===== config.mk =====
export PLATFORM = sky130hd
export DESIGN_NAME = battery_self_consumption_dispatch_unit
export DESIGN_NICKNAME = d
export VERILOG_FILES = /design/src/hdl/bsc_pkg.sv /design/src/hdl/bsc_mul.sv /design/src/hdl/battery_self_consumption_dispatch_unit.sv
export VERILOG_INCLUDE_DIRS = /design/src /design/src/hdl
export SDC_FILE = /design/constraint.sdc
export NUM_CORES = 2
export LEC_CHECK = 0
export ABC_CLOCK_PERIOD_IN_PS = 35800
export BUFFER_PORTS_ARGS = -buffer_cell sky130_fd_sc_hd__buf_2
export CAP_MARGIN = 30
export CORE_MARGIN = 2
export CORE_UTILIZATION = 60
export CTS_BUF_LIST = sky130_fd_sc_hd__clkbuf_8
export CTS_CLUSTER_SIZE = 16
export DETAILED_ROUTE_END_ITERATION = 8
export MAX_ROUTING_LAYER = met4
export PLACE_DENSITY = 0.77
export SYNTH_ARGS = -nofsm -noshare
export SYNTH_HDL_FRONTEND = slang
export SYNTH_HIERARCHICAL = 1
export SYNTH_SLANG_ARGS = --single-unit

===== constraint.sdc =====
create_clock -name clk -period 35.8 [get_ports clk]
set_input_delay 7.16 -clock clk [delete_from_list [all_inputs] [get_ports clk]]
set_output_delay 7.16 -clock clk [all_outputs]
set_load 0.01 [all_outputs]

===== src/hdl/battery_self_consumption_dispatch_unit_macros.svh =====
// ----------------------------------------------------------------------------
// Assertion macros for the battery dispatch unit
// Compile with NO_ASSERTIONS defined to leave every check out.
// ----------------------------------------------------------------------------
`ifndef BATTERY_SELF_CONSUMPTION_DISPATCH_UNIT_MACROS_SVH
`define BATTERY_SELF_CONSUMPTION_DISPATCH_UNIT_MACROS_SVH

`ifndef NO_ASSERTIONS
// Check that the consequent holds in the same cycle as the antecedent
`define BSC_CHECK_NOW(label, ante, cons, msg) \
    label: assert property (@(posedge clk) disable iff (!rst_n) (ante) |-> (cons)) \
        else $error(msg);
// Check that the consequent holds in the cycle after the antecedent
`define BSC_CHECK_NEXT(label, ante, cons, msg) \
    label: assert property (@(posedge clk) disable iff (!rst_n) (ante) |=> (cons)) \
        else $error(msg);
`else
`define BSC_CHECK_NOW(label, ante, cons, msg)
`define BSC_CHECK_NEXT(label, ante, cons, msg)
`endif

`endif


===== src/hdl/bsc_pkg.sv =====
// ----------------------------------------------------------------------------
// bsc_pkg
// Types and constants shared by the battery dispatch unit.
// ----------------------------------------------------------------------------
`default_nettype none

package bsc_pkg;

    // Configuration register widths
    localparam int CAP_W = 32;
    localparam int EFF_W = 17;
    localparam int INV_W = 18;
    localparam int THR_W = 24;
    localparam int CFG_W = 32;
    localparam int IDX_W = 2;

    // Accumulator widths
    localparam int TOT_W = 48;
    localparam int CNT_W = 9;

    // Register indexes of the configuration port
    localparam logic [IDX_W-1:0] CFG_CAPACITY   = 2'd0;
    localparam logic [IDX_W-1:0] CFG_EFFICIENCY = 2'd1;
    localparam logic [IDX_W-1:0] CFG_INVERSE    = 2'd2;
    localparam logic [IDX_W-1:0] CFG_THRESHOLD  = 2'd3;

    // Reset values of the configuration registers
    localparam logic [CAP_W-1:0] CAP_RESET = 32'd0;
    localparam logic [EFF_W-1:0] EFF_RESET = 17'd63570;
    localparam logic [INV_W-1:0] INV_RESET = 18'd67563;
    localparam logic [THR_W-1:0] THR_RESET = 24'd50000;

    // Unity in Q1.16 and the number of fraction bits for a 16-bit shift
    localparam logic [EFF_W-1:0] Q_ONE     = 17'd65536;
    localparam int               FRAC_BITS = 16;

    // Saturation limits
    localparam logic [CNT_W-1:0] CNT_MAX = 9'd511;

    // Sequencer states
    typedef enum logic [2:0] {
        ST_IDLE,
        ST_PREP,
        ST_MUL1,
        ST_CLAMP,
        ST_MUL2,
        ST_SETTLE,
        ST_TOTAL
    } state_t;

    // Saturating add for the year totals
    function automatic logic [TOT_W-1:0] sat_add(input logic [TOT_W-1:0] a,
                                                 input logic [TOT_W-1:0] b);
        logic [TOT_W:0] s;
        s = {1'b0, a} + {1'b0, b};
        return s[TOT_W] ? {TOT_W{1'b1}} : s[TOT_W-1:0];
    endfunction

endpackage

`default_nettype wire


===== src/hdl/bsc_mul.sv =====
// ----------------------------------------------------------------------------
// bsc_mul
// Shared registered multiplier of the dispatch sequencer.
// ----------------------------------------------------------------------------
`default_nettype none

module bsc_mul
    import bsc_pkg::*;
#(
    parameter int A_W = 24,
    parameter int B_W = 18
)
(
    input  wire logic               clk,
    input  wire logic               load,
    input  wire logic [A_W-1:0]     a,
    input  wire logic [B_W-1:0]     b,
    output logic      [A_W+B_W-1:0] p
);

    logic [A_W+B_W-1:0] p_reg;

    // Capture the product when the sequencer asks for it
    always_ff @(posedge clk)
    begin
        if (load)
        begin
            p_reg <= (A_W+B_W)'(a) * (A_W+B_W)'(b);
        end
    end

    assign p = p_reg;

endmodule

`default_nettype wire


===== src/hdl/battery_self_consumption_dispatch_unit.sv =====
// ----------------------------------------------------------------------------
// Battery self-consumption dispatch unit
// Steps: a charging slot goes through prep, multiply, clamp, multiply, settle
// and total, so the shared multiplier runs twice; any other slot or a restart
// item goes from prep to settle and total. A new item is taken only in idle,
// after the total step, which waits while a previous result is held.
// Reset clears the charge, day sum and totals and loads default registers.
// ----------------------------------------------------------------------------
`default_nettype none

`include "battery_self_consumption_dispatch_unit_macros.svh"

module battery_self_consumption_dispatch_unit
    import bsc_pkg::*;
#(
    parameter int ENERGY_BITS = 24
)
(
    input  wire logic                   clk,
    input  wire logic                   rst_n,

    input  wire logic                   cfg_write,
    input  wire logic [IDX_W-1:0]       cfg_index,
    input  wire logic [CFG_W-1:0]       cfg_data,

    input  wire logic                   in_valid,
    output logic                        in_ready,
    input  wire logic                   kind,
    input  wire logic [ENERGY_BITS-1:0] pv_energy,
    input  wire logic [ENERGY_BITS-1:0] load_energy,
    input  wire logic                   last_of_day,
    input  wire logic                   last_of_year,

    output logic                        out_valid,
    input  wire logic                   out_ready,
    output logic [ENERGY_BITS-1:0]      self_consumed,
    output logic [ENERGY_BITS-1:0]      exported,
    output logic [ENERGY_BITS-1:0]      imported,
    output logic [CAP_W-1:0]            charge_level,
    output logic                        day_deficit,
    output logic [CNT_W-1:0]            deficit_day_count,
    output logic [TOT_W-1:0]            year_pv,
    output logic [TOT_W-1:0]            year_load,
    output logic [TOT_W-1:0]            year_self,
    output logic [TOT_W-1:0]            year_export,
    output logic [TOT_W-1:0]            year_import
);

    localparam int EB    = ENERGY_BITS;
    localparam int EB1   = EB + 1;
    localparam int PRD_W = EB + INV_W;
    localparam int RND_W = PRD_W + 1;
    localparam int USE_W = RND_W - FRAC_BITS;
    localparam logic [RND_W-1:0] ROUND_HALF = RND_W'(1) << (FRAC_BITS - 1);

    // Sequencer
    state_t state_reg;
    state_t state_next;

    // Configuration registers
    logic [CAP_W-1:0] cap_reg;
    logic [EFF_W-1:0] eff_reg;
    logic [INV_W-1:0] inv_reg;
    logic [THR_W-1:0] thr_reg;

    // Captured item
    logic          kind_reg;
    logic [EB-1:0] pv_reg;
    logic [EB-1:0] load_reg;
    logic          lod_reg;
    logic          loy_reg;

    // Working values
    logic [EB-1:0]    diff_reg;
    logic             pv_ge_reg;
    logic [CAP_W-1:0] room_reg;
    logic [EFF_W-1:0] effc_reg;
    logic [EB-1:0]    chg_reg;
    logic             fit_reg;
    logic [EB-1:0]    self_reg;
    logic [EB-1:0]    exp_reg;
    logic [EB-1:0]    imp_reg;

    // Block state
    logic [CAP_W-1:0] stored_reg;
    logic [CAP_W-1:0] day_sum_reg;
    logic [CNT_W-1:0] days_reg;
    logic [TOT_W-1:0] pv_tot_reg;
    logic [TOT_W-1:0] load_tot_reg;
    logic [TOT_W-1:0] self_tot_reg;
    logic [TOT_W-1:0] exp_tot_reg;
    logic [TOT_W-1:0] imp_tot_reg;

    // Result registers
    logic             out_valid_reg;
    logic [EB-1:0]    self_out_reg;
    logic [EB-1:0]    exp_out_reg;
    logic [EB-1:0]    imp_out_reg;
    logic [CAP_W-1:0] charge_out_reg;
    logic             deficit_out_reg;
    logic [CNT_W-1:0] days_out_reg;
    logic [TOT_W-1:0] pv_out_reg;
    logic [TOT_W-1:0] load_out_reg;
    logic [TOT_W-1:0] self_out_tot_reg;
    logic [TOT_W-1:0] exp_out_tot_reg;
    logic [TOT_W-1:0] imp_out_tot_reg;

    // Sequencer outputs
    logic accept;
    logic mul_load;
    logic out_free;
    logic total_fire;

    // Shared multiplier
    logic [EB-1:0]    mul_a;
    logic [INV_W-1:0] mul_b;
    logic [PRD_W-1:0] mul_p;

    // Combinational datapath
    logic             pv_ge;
    logic [EB-1:0]    want;
    logic [RND_W-1:0] rnd;
    logic [USE_W-1:0] used_raw;
    logic [EB-1:0]    used;
    logic [EB-1:0]    from_batt;
    logic [EB-1:0]    self_next;
    logic [EB-1:0]    exp_next;
    logic [EB-1:0]    imp_next;
    logic [CAP_W-1:0] stored_next;
    logic [CAP_W:0]   day_add;
    logic [CAP_W-1:0] day_sum_next;
    logic             deficit_next;
    logic [CNT_W-1:0] days_next;
    logic [TOT_W-1:0] pv_tot_next;
    logic [TOT_W-1:0] load_tot_next;
    logic [TOT_W-1:0] self_tot_next;
    logic [TOT_W-1:0] exp_tot_next;
    logic [TOT_W-1:0] imp_tot_next;
    logic [EB1-1:0]   bal_sum;

    // ------------------------------------------------------------------
    // Configuration registers
    // ------------------------------------------------------------------
    always_ff @(posedge clk or negedge rst_n)
    begin
        if (!rst_n)
        begin
            cap_reg <= CAP_RESET;
            eff_reg <= EFF_RESET;
            inv_reg <= INV_RESET;
            thr_reg <= THR_RESET;
        end
        else if (cfg_write)
        begin
            unique case (cfg_index)
                CFG_CAPACITY:   cap_reg <= cfg_data[CAP_W-1:0];
                CFG_EFFICIENCY: eff_reg <= cfg_data[EFF_W-1:0];
                CFG_INVERSE:    inv_reg <= cfg_data[INV_W-1:0];
                CFG_THRESHOLD:  thr_reg <= cfg_data[THR_W-1:0];
            endcase
        end
    end

    // ------------------------------------------------------------------
    // Sequencer: next state
    // ------------------------------------------------------------------
    assign pv_ge    = (pv_reg >= load_reg);
    assign out_free = !out_valid_reg || out_ready;

    always_comb
    begin
        state_next = state_reg;
        unique case (state_reg)
            ST_IDLE:
            begin
                if (in_valid)
                begin
                    state_next = ST_PREP;
                end
            end
            ST_PREP:
            begin
                if (kind_reg || (cap_reg == '0) || !pv_ge)
                begin
                    state_next = ST_SETTLE;
                end
                else
                begin
                    state_next = ST_MUL1;
                end
            end
            ST_MUL1:   state_next = ST_CLAMP;
            ST_CLAMP:  state_next = ST_MUL2;
            ST_MUL2:   state_next = ST_SETTLE;
            ST_SETTLE: state_next = ST_TOTAL;
            ST_TOTAL:
            begin
                if (out_free)
                begin
                    state_next = ST_IDLE;
                end
            end
            default:   state_next = ST_IDLE;
        endcase
    end

    // ------------------------------------------------------------------
    // Sequencer: outputs
    // ------------------------------------------------------------------
    always_comb
    begin
        in_ready   = 1'b0;
        mul_load   = 1'b0;
        total_fire = 1'b0;
        unique case (state_reg)
            ST_IDLE:  in_ready   = 1'b1;
            ST_MUL1:  mul_load   = 1'b1;
            ST_MUL2:  mul_load   = 1'b1;
            ST_TOTAL: total_fire = out_free;
            default:
            begin
                in_ready = 1'b0;
            end
        endcase
    end

    assign accept = in_valid && in_ready;

    always_ff @(posedge clk or negedge rst_n)
    begin
        if (!rst_n)
        begin
            state_reg <= ST_IDLE;
        end
        else
        begin
            state_reg <= state_next;
        end
    end

    // ------------------------------------------------------------------
    // Capture the item
    // ------------------------------------------------------------------
    always_ff @(posedge clk)
    begin
        if (accept)
        begin
            kind_reg <= kind;
            pv_reg   <= pv_energy;
            load_reg <= load_energy;
            lod_reg  <= last_of_day;
            loy_reg  <= last_of_year;
        end
    end

    // ------------------------------------------------------------------
    // Balance, room and clamped efficiency
    // ------------------------------------------------------------------
    always_ff @(posedge clk)
    begin
        if (state_reg == ST_PREP)
        begin
            pv_ge_reg <= pv_ge;
            diff_reg  <= pv_ge ? (pv_reg - load_reg) : (load_reg - pv_reg);
            room_reg  <= (cap_reg > stored_reg) ? (cap_reg - stored_reg) : '0;
            effc_reg  <= (eff_reg > Q_ONE) ? Q_ONE : eff_reg;
        end
    end

    // ------------------------------------------------------------------
    // Shared multiplier: surplus times efficiency, then charge times inverse
    // ------------------------------------------------------------------
    assign mul_a = (state_reg == ST_MUL1) ? diff_reg : chg_reg;
    assign mul_b = (state_reg == ST_MUL1) ? {1'b0, effc_reg} : inv_reg;

    bsc_mul #(
        .A_W (EB),
        .B_W (INV_W)
    ) u_mul (
        .clk  (clk),
        .load (mul_load),
        .a    (mul_a),
        .b    (mul_b),
        .p    (mul_p)
    );

    // Limit the charge to the room left in the battery
    assign want = mul_p[FRAC_BITS +: EB];

    always_ff @(posedge clk)
    begin
        if (state_reg == ST_CLAMP)
        begin
            if (CAP_W'(want) <= room_reg)
            begin
                chg_reg <= want;
                fit_reg <= (effc_reg != '0);
            end
            else
            begin
                chg_reg <= room_reg[EB-1:0];
                fit_reg <= 1'b0;
            end
        end
    end

    // ------------------------------------------------------------------
    // Settle the slot energies and the charge
    // ------------------------------------------------------------------
    assign rnd      = RND_W'(mul_p) + ROUND_HALF;
    assign used_raw = rnd[RND_W-1:FRAC_BITS];

    always_comb
    begin
        if (fit_reg || (used_raw > USE_W'(diff_reg)))
        begin
            used = diff_reg;
        end
        else
        begin
            used = used_raw[EB-1:0];
        end
    end

    assign from_batt = (CAP_W'(diff_reg) < stored_reg) ? diff_reg : stored_reg[EB-1:0];

    always_comb
    begin
        self_next   = '0;
        exp_next    = '0;
        imp_next    = '0;
        stored_next = stored_reg;
        if (kind_reg)
        begin
            stored_next = cap_reg >> 1;
        end
        else if (cap_reg == '0)
        begin
            // No battery: solar feeds the load directly
            if (pv_ge_reg)
            begin
                self_next = load_reg;
                exp_next  = diff_reg;
            end
            else
            begin
                self_next = pv_reg;
                imp_next  = diff_reg;
            end
        end
        else if (pv_ge_reg)
        begin
            self_next   = load_reg;
            exp_next    = diff_reg - used;
            stored_next = stored_reg + CAP_W'(chg_reg);
        end
        else
        begin
            // Draw on the battery first, then on the grid
            self_next   = pv_reg + from_batt;
            imp_next    = diff_reg - from_batt;
            stored_next = stored_reg - CAP_W'(from_batt);
        end
    end

    always_ff @(posedge clk)
    begin
        if (state_reg == ST_SETTLE)
        begin
            self_reg <= self_next;
            exp_reg  <= exp_next;
            imp_reg  <= imp_next;
        end
    end

    always_ff @(posedge clk or negedge rst_n)
    begin
        if (!rst_n)
        begin
            stored_reg <= '0;
        end
        else if (state_reg == ST_SETTLE)
        begin
            stored_reg <= stored_next;
        end
    end

    // ------------------------------------------------------------------
    // Day sum, deficit days and year totals
    // ------------------------------------------------------------------
    assign day_add      = {1'b0, day_sum_reg} + (CAP_W+1)'(imp_reg);
    assign day_sum_next = day_add[CAP_W] ? {CAP_W{1'b1}} : day_add[CAP_W-1:0];
    assign deficit_next = lod_reg && (day_sum_next > CAP_W'(thr_reg));
    assign days_next    = (deficit_next && (days_reg != CNT_MAX)) ? days_reg + 1'b1
                                                                  : days_reg;

    assign pv_tot_next   = sat_add(pv_tot_reg,   TOT_W'(pv_reg));
    assign load_tot_next = sat_add(load_tot_reg, TOT_W'(load_reg));
    assign self_tot_next = sat_add(self_tot_reg, TOT_W'(self_reg));
    assign exp_tot_next  = sat_add(exp_tot_reg,  TOT_W'(exp_reg));
    assign imp_tot_next  = sat_add(imp_tot_reg,  TOT_W'(imp_reg));

    always_ff @(posedge clk or negedge rst_n)
    begin
        if (!rst_n)
        begin
            day_sum_reg  <= '0;
            days_reg     <= '0;
            pv_tot_reg   <= '0;
            load_tot_reg <= '0;
            self_tot_reg <= '0;
            exp_tot_reg  <= '0;
            imp_tot_reg  <= '0;
        end
        else if (total_fire)
        begin
            if (kind_reg || loy_reg)
            begin
                days_reg     <= '0;
                pv_tot_reg   <= '0;
                load_tot_reg <= '0;
                self_tot_reg <= '0;
                exp_tot_reg  <= '0;
                imp_tot_reg  <= '0;
            end
            else
            begin
                days_reg     <= days_next;
                pv_tot_reg   <= pv_tot_next;
                load_tot_reg <= load_tot_next;
                self_tot_reg <= self_tot_next;
                exp_tot_reg  <= exp_tot_next;
                imp_tot_reg  <= imp_tot_next;
            end
            // Drop the day sum on a restart or at the end of a day
            if (kind_reg || lod_reg)
            begin
                day_sum_reg <= '0;
            end
            else
            begin
                day_sum_reg <= day_sum_next;
            end
        end
    end

    // ------------------------------------------------------------------
    // Result register
    // ------------------------------------------------------------------
    always_ff @(posedge clk or negedge rst_n)
    begin
        if (!rst_n)
        begin
            out_valid_reg <= 1'b0;
        end
        else if (total_fire)
        begin
            out_valid_reg <= 1'b1;
        end
        else if (out_ready)
        begin
            out_valid_reg <= 1'b0;
        end
    end

    always_ff @(posedge clk)
    begin
        if (total_fire)
        begin
            self_out_reg   <= self_reg;
            exp_out_reg    <= exp_reg;
            imp_out_reg    <= imp_reg;
            charge_out_reg <= stored_reg;
            if (kind_reg)
            begin
                deficit_out_reg  <= 1'b0;
                days_out_reg     <= '0;
                pv_out_reg       <= '0;
                load_out_reg     <= '0;
                self_out_tot_reg <= '0;
                exp_out_tot_reg  <= '0;
                imp_out_tot_reg  <= '0;
            end
            else
            begin
                deficit_out_reg  <= deficit_next;
                days_out_reg     <= days_next;
                pv_out_reg       <= pv_tot_next;
                load_out_reg     <= load_tot_next;
                self_out_tot_reg <= self_tot_next;
                exp_out_tot_reg  <= exp_tot_next;
                imp_out_tot_reg  <= imp_tot_next;
            end
        end
    end

    assign out_valid         = out_valid_reg;
    assign self_consumed     = self_out_reg;
    assign exported          = exp_out_reg;
    assign imported          = imp_out_reg;
    assign charge_level      = charge_out_reg;
    assign day_deficit       = deficit_out_reg;
    assign deficit_day_count = days_out_reg;
    assign year_pv           = pv_out_reg;
    assign year_load         = load_out_reg;
    assign year_self         = self_out_tot_reg;
    assign year_export       = exp_out_tot_reg;
    assign year_import       = imp_out_tot_reg;

    // ------------------------------------------------------------------
    // Checks
    // ------------------------------------------------------------------
    assign bal_sum = EB1'(self_reg) + EB1'(imp_reg);

    `BSC_CHECK_NEXT(a_busy_after_accept, in_valid && in_ready, !in_ready, "item taken while busy")
    `BSC_CHECK_NOW(a_load_balance, (state_reg == ST_TOTAL) && !kind_reg, bal_sum == EB1'(load_reg), "self plus import differs from load")
    `BSC_CHECK_NOW(a_result_source, $rose(out_valid_reg), $past(state_reg) == ST_TOTAL, "result raised outside the total step")
    `BSC_CHECK_NEXT(a_charge_bound, (state_reg == ST_CLAMP), CAP_W'(chg_reg) <= room_reg, "charge exceeds room")

endmodule

`default_nettype wire

==> flow_summary.ini <==
[run_status]
status = finished, final reports clean

[setup_path]
cp.arrival_ns = 10.55
path_class = in -> reg
r2r_end = stored_reg[31]$_DFFE_PN0P_
start_kind = input port
reg2reg_depth = 24
cp-end-kind = flop
reg2reg_from = diff_reg[21]$_DFFE_PN_
required_ns = 36.59
crit_path_max_fanout = 185
r2r_slack_ns = 27.78

[place]
dp_slack_ns = 25.23
portBuffers = 445
dp_hpwl_um = 170000
gp_congestion = 1.03

[drt]
wl_per_cell_um = 23.1
drc_errors = 0
drt_iter0_drc = 6937
dr.pass1.iters = 6
ant_nets = 0
drt-vias-per-instance = 6.33
vias = 62493
routed_wl_um = 228000

[floorplanning]
die_h_um = 358
core_um2 = 124000
pin_count = 446
dieArea_um2 = 128000
fp-row-count = 129
die_x_um = 358
start_util_pct = 60.7

[clock_network]
cts_buffers = 166
clk_path_buf_depth = 3
cts_sinks = 1011
cts_resized = 0
htreeDepth = 4
postCtsHoldBufs = 0
root_buffer = clkbuf_8
tritoncts = built
post-cts-setup-buffer-count = 0
clk_latency_ns = 0.94
cts.clk_slew.worst_paths_ns = 0.07

[timing]
fin_skew_ns = 0.0422
worst_pin_slew_ns = 1.16
drv_slew = 0
relSlewSlack_pct = 22.5
rsz0062_at_grt = false
holdWs_ns = 0.479
finalSetupTns_ns = 0
fmax_mhz = 103
post-route-min-period_ns = 9.76
hold_viol_final = 0
setup_viol = 0
timing.final.ws_setup_ns = 26.04
post-route-period-util_pct = 27.3

[logic_synthesis]
ys.warnings.count = 6
syn_inst = 7760
syn-num-nets = 8753
synth_area_um2 = 75200
syn_avg_cell_area_um2 = 9.69

[layout]
syn2layout_area_growth_pct = 9.55
fill_cells = 9840
drive_gt1_share_pct = 12.6
layout.nets = 9079

[grt]
grt_pass1_vias = 60435
antenna_found_initial = 11
track_usage_pct = 36.2
grt-ovfl-total = 0
grt_pass1_wl_um = 347000
grt_start_max_net_pins = 186

[worst_hold_path]
whs_path_depth = 2
whs_endpoint = imp_tot_reg[0]$_DFFE_PN0P_
hold_start = imp_tot_reg[0]$_DFFE_PN0P_
hold_path.class = reg -> reg

[flow_run]
maxCapViolations = 0
## placed cells by master, fill, tap and decap left out, drive strengths merged, types with 34 or more instances in the layout
master,count
inv,799
nand2,747
a21oi,624
edfxtp,603
ha,538
buf,508
nor2,498
o21ai,488
dfrtp,384
fa,365
xnor2,239
a21o,218
and2,195
clkbuf,191
mux2,174
nand3,155
nor3,141
xor2,115
o21a,91
and3,89
a211oi,80
a22o,75
nor2b,72
nand4,65
mux2i,62
a31oi,55
nor4,54
clkinv,44
nand2b,43
o21bai,41
or3,41
o211ai,34
## cell type report
type | instances | area [um2] | area share [%]
multi-input cells | 5656 | 42700 | 51.9
flip-flops and latches | 1011 | 28300 | 34.4
repair buffers | 509 | 2880 | 3.50
inverters | 742 | 2790 | 3.39
clock buffers | 191 | 2630 | 3.19
well taps | 1637 | 2050 | 2.49
clock inverters | 117 | 923 | 1.12
diodes | 10 | 25.0 | 0.0304
## worst max-delay path by stage
stage	to	slack, ns	from	cells past startpoint
final	self_tot_reg[43]$_DFFE_PN0P_	26.04	out_ready	8
after global routing	self_tot_reg[43]$_DFFE_PN0P_	25.93	out_ready	8
after floorplan	charge_level[0]$_DFFE_PP_	17.48	out_ready	5
after CTS	self_tot_reg[43]$_DFFE_PN0P_	26.20	out_ready	8
after global placement	self_tot_reg[34]$_DFFE_PN0P_	25.03	out_ready	8
after detailed placement	self_tot_reg[43]$_DFFE_PN0P_	25.23	out_ready	8
## layer usage
| layer | vias up | track usage [%] | routed length [um] |
|---|---|---|---|
| li1 | 27946 | - | - |
| met1 | 30616 | 48.5 | 92000 |
| met2 | 3330 | 53.8 | 103000 |
| met3 | 601 | 6.54 | 22200 |
| met4 | 0 | 16.9 | 11400 |
| met5 | - | - | 0 |
## worst max-delay path: stages
cell and delay, ns:
buf_2 0.10, nand2b_1 0.23, nand2_4 0.30, buf_12 0.37, or3_4 0.74, buf_12 0.57, o21ai_0 0.19, or3b_2 0.48
## stage by stage
| stage | area [um2] | util (%) | instances |
|---|---|---|---|
| 4_1_cts | 82300 | 66.4 | 9861 |
| 2_1_floorplan | 75200 | - | 7760 |
| 3_5_place_dp | 78700 | 63.5 | 9553 |
| 3_3_place_gp | 78600 | 63.4 | 9548 |
| 5_1_grt | 82400 | 66.4 | 9871 |
| 6_report | 82400 | 66.5 | 9873 |
Power is not shown: default switching activity piles up to over one toggle a cycle in this logic, so the estimate is an artifact.
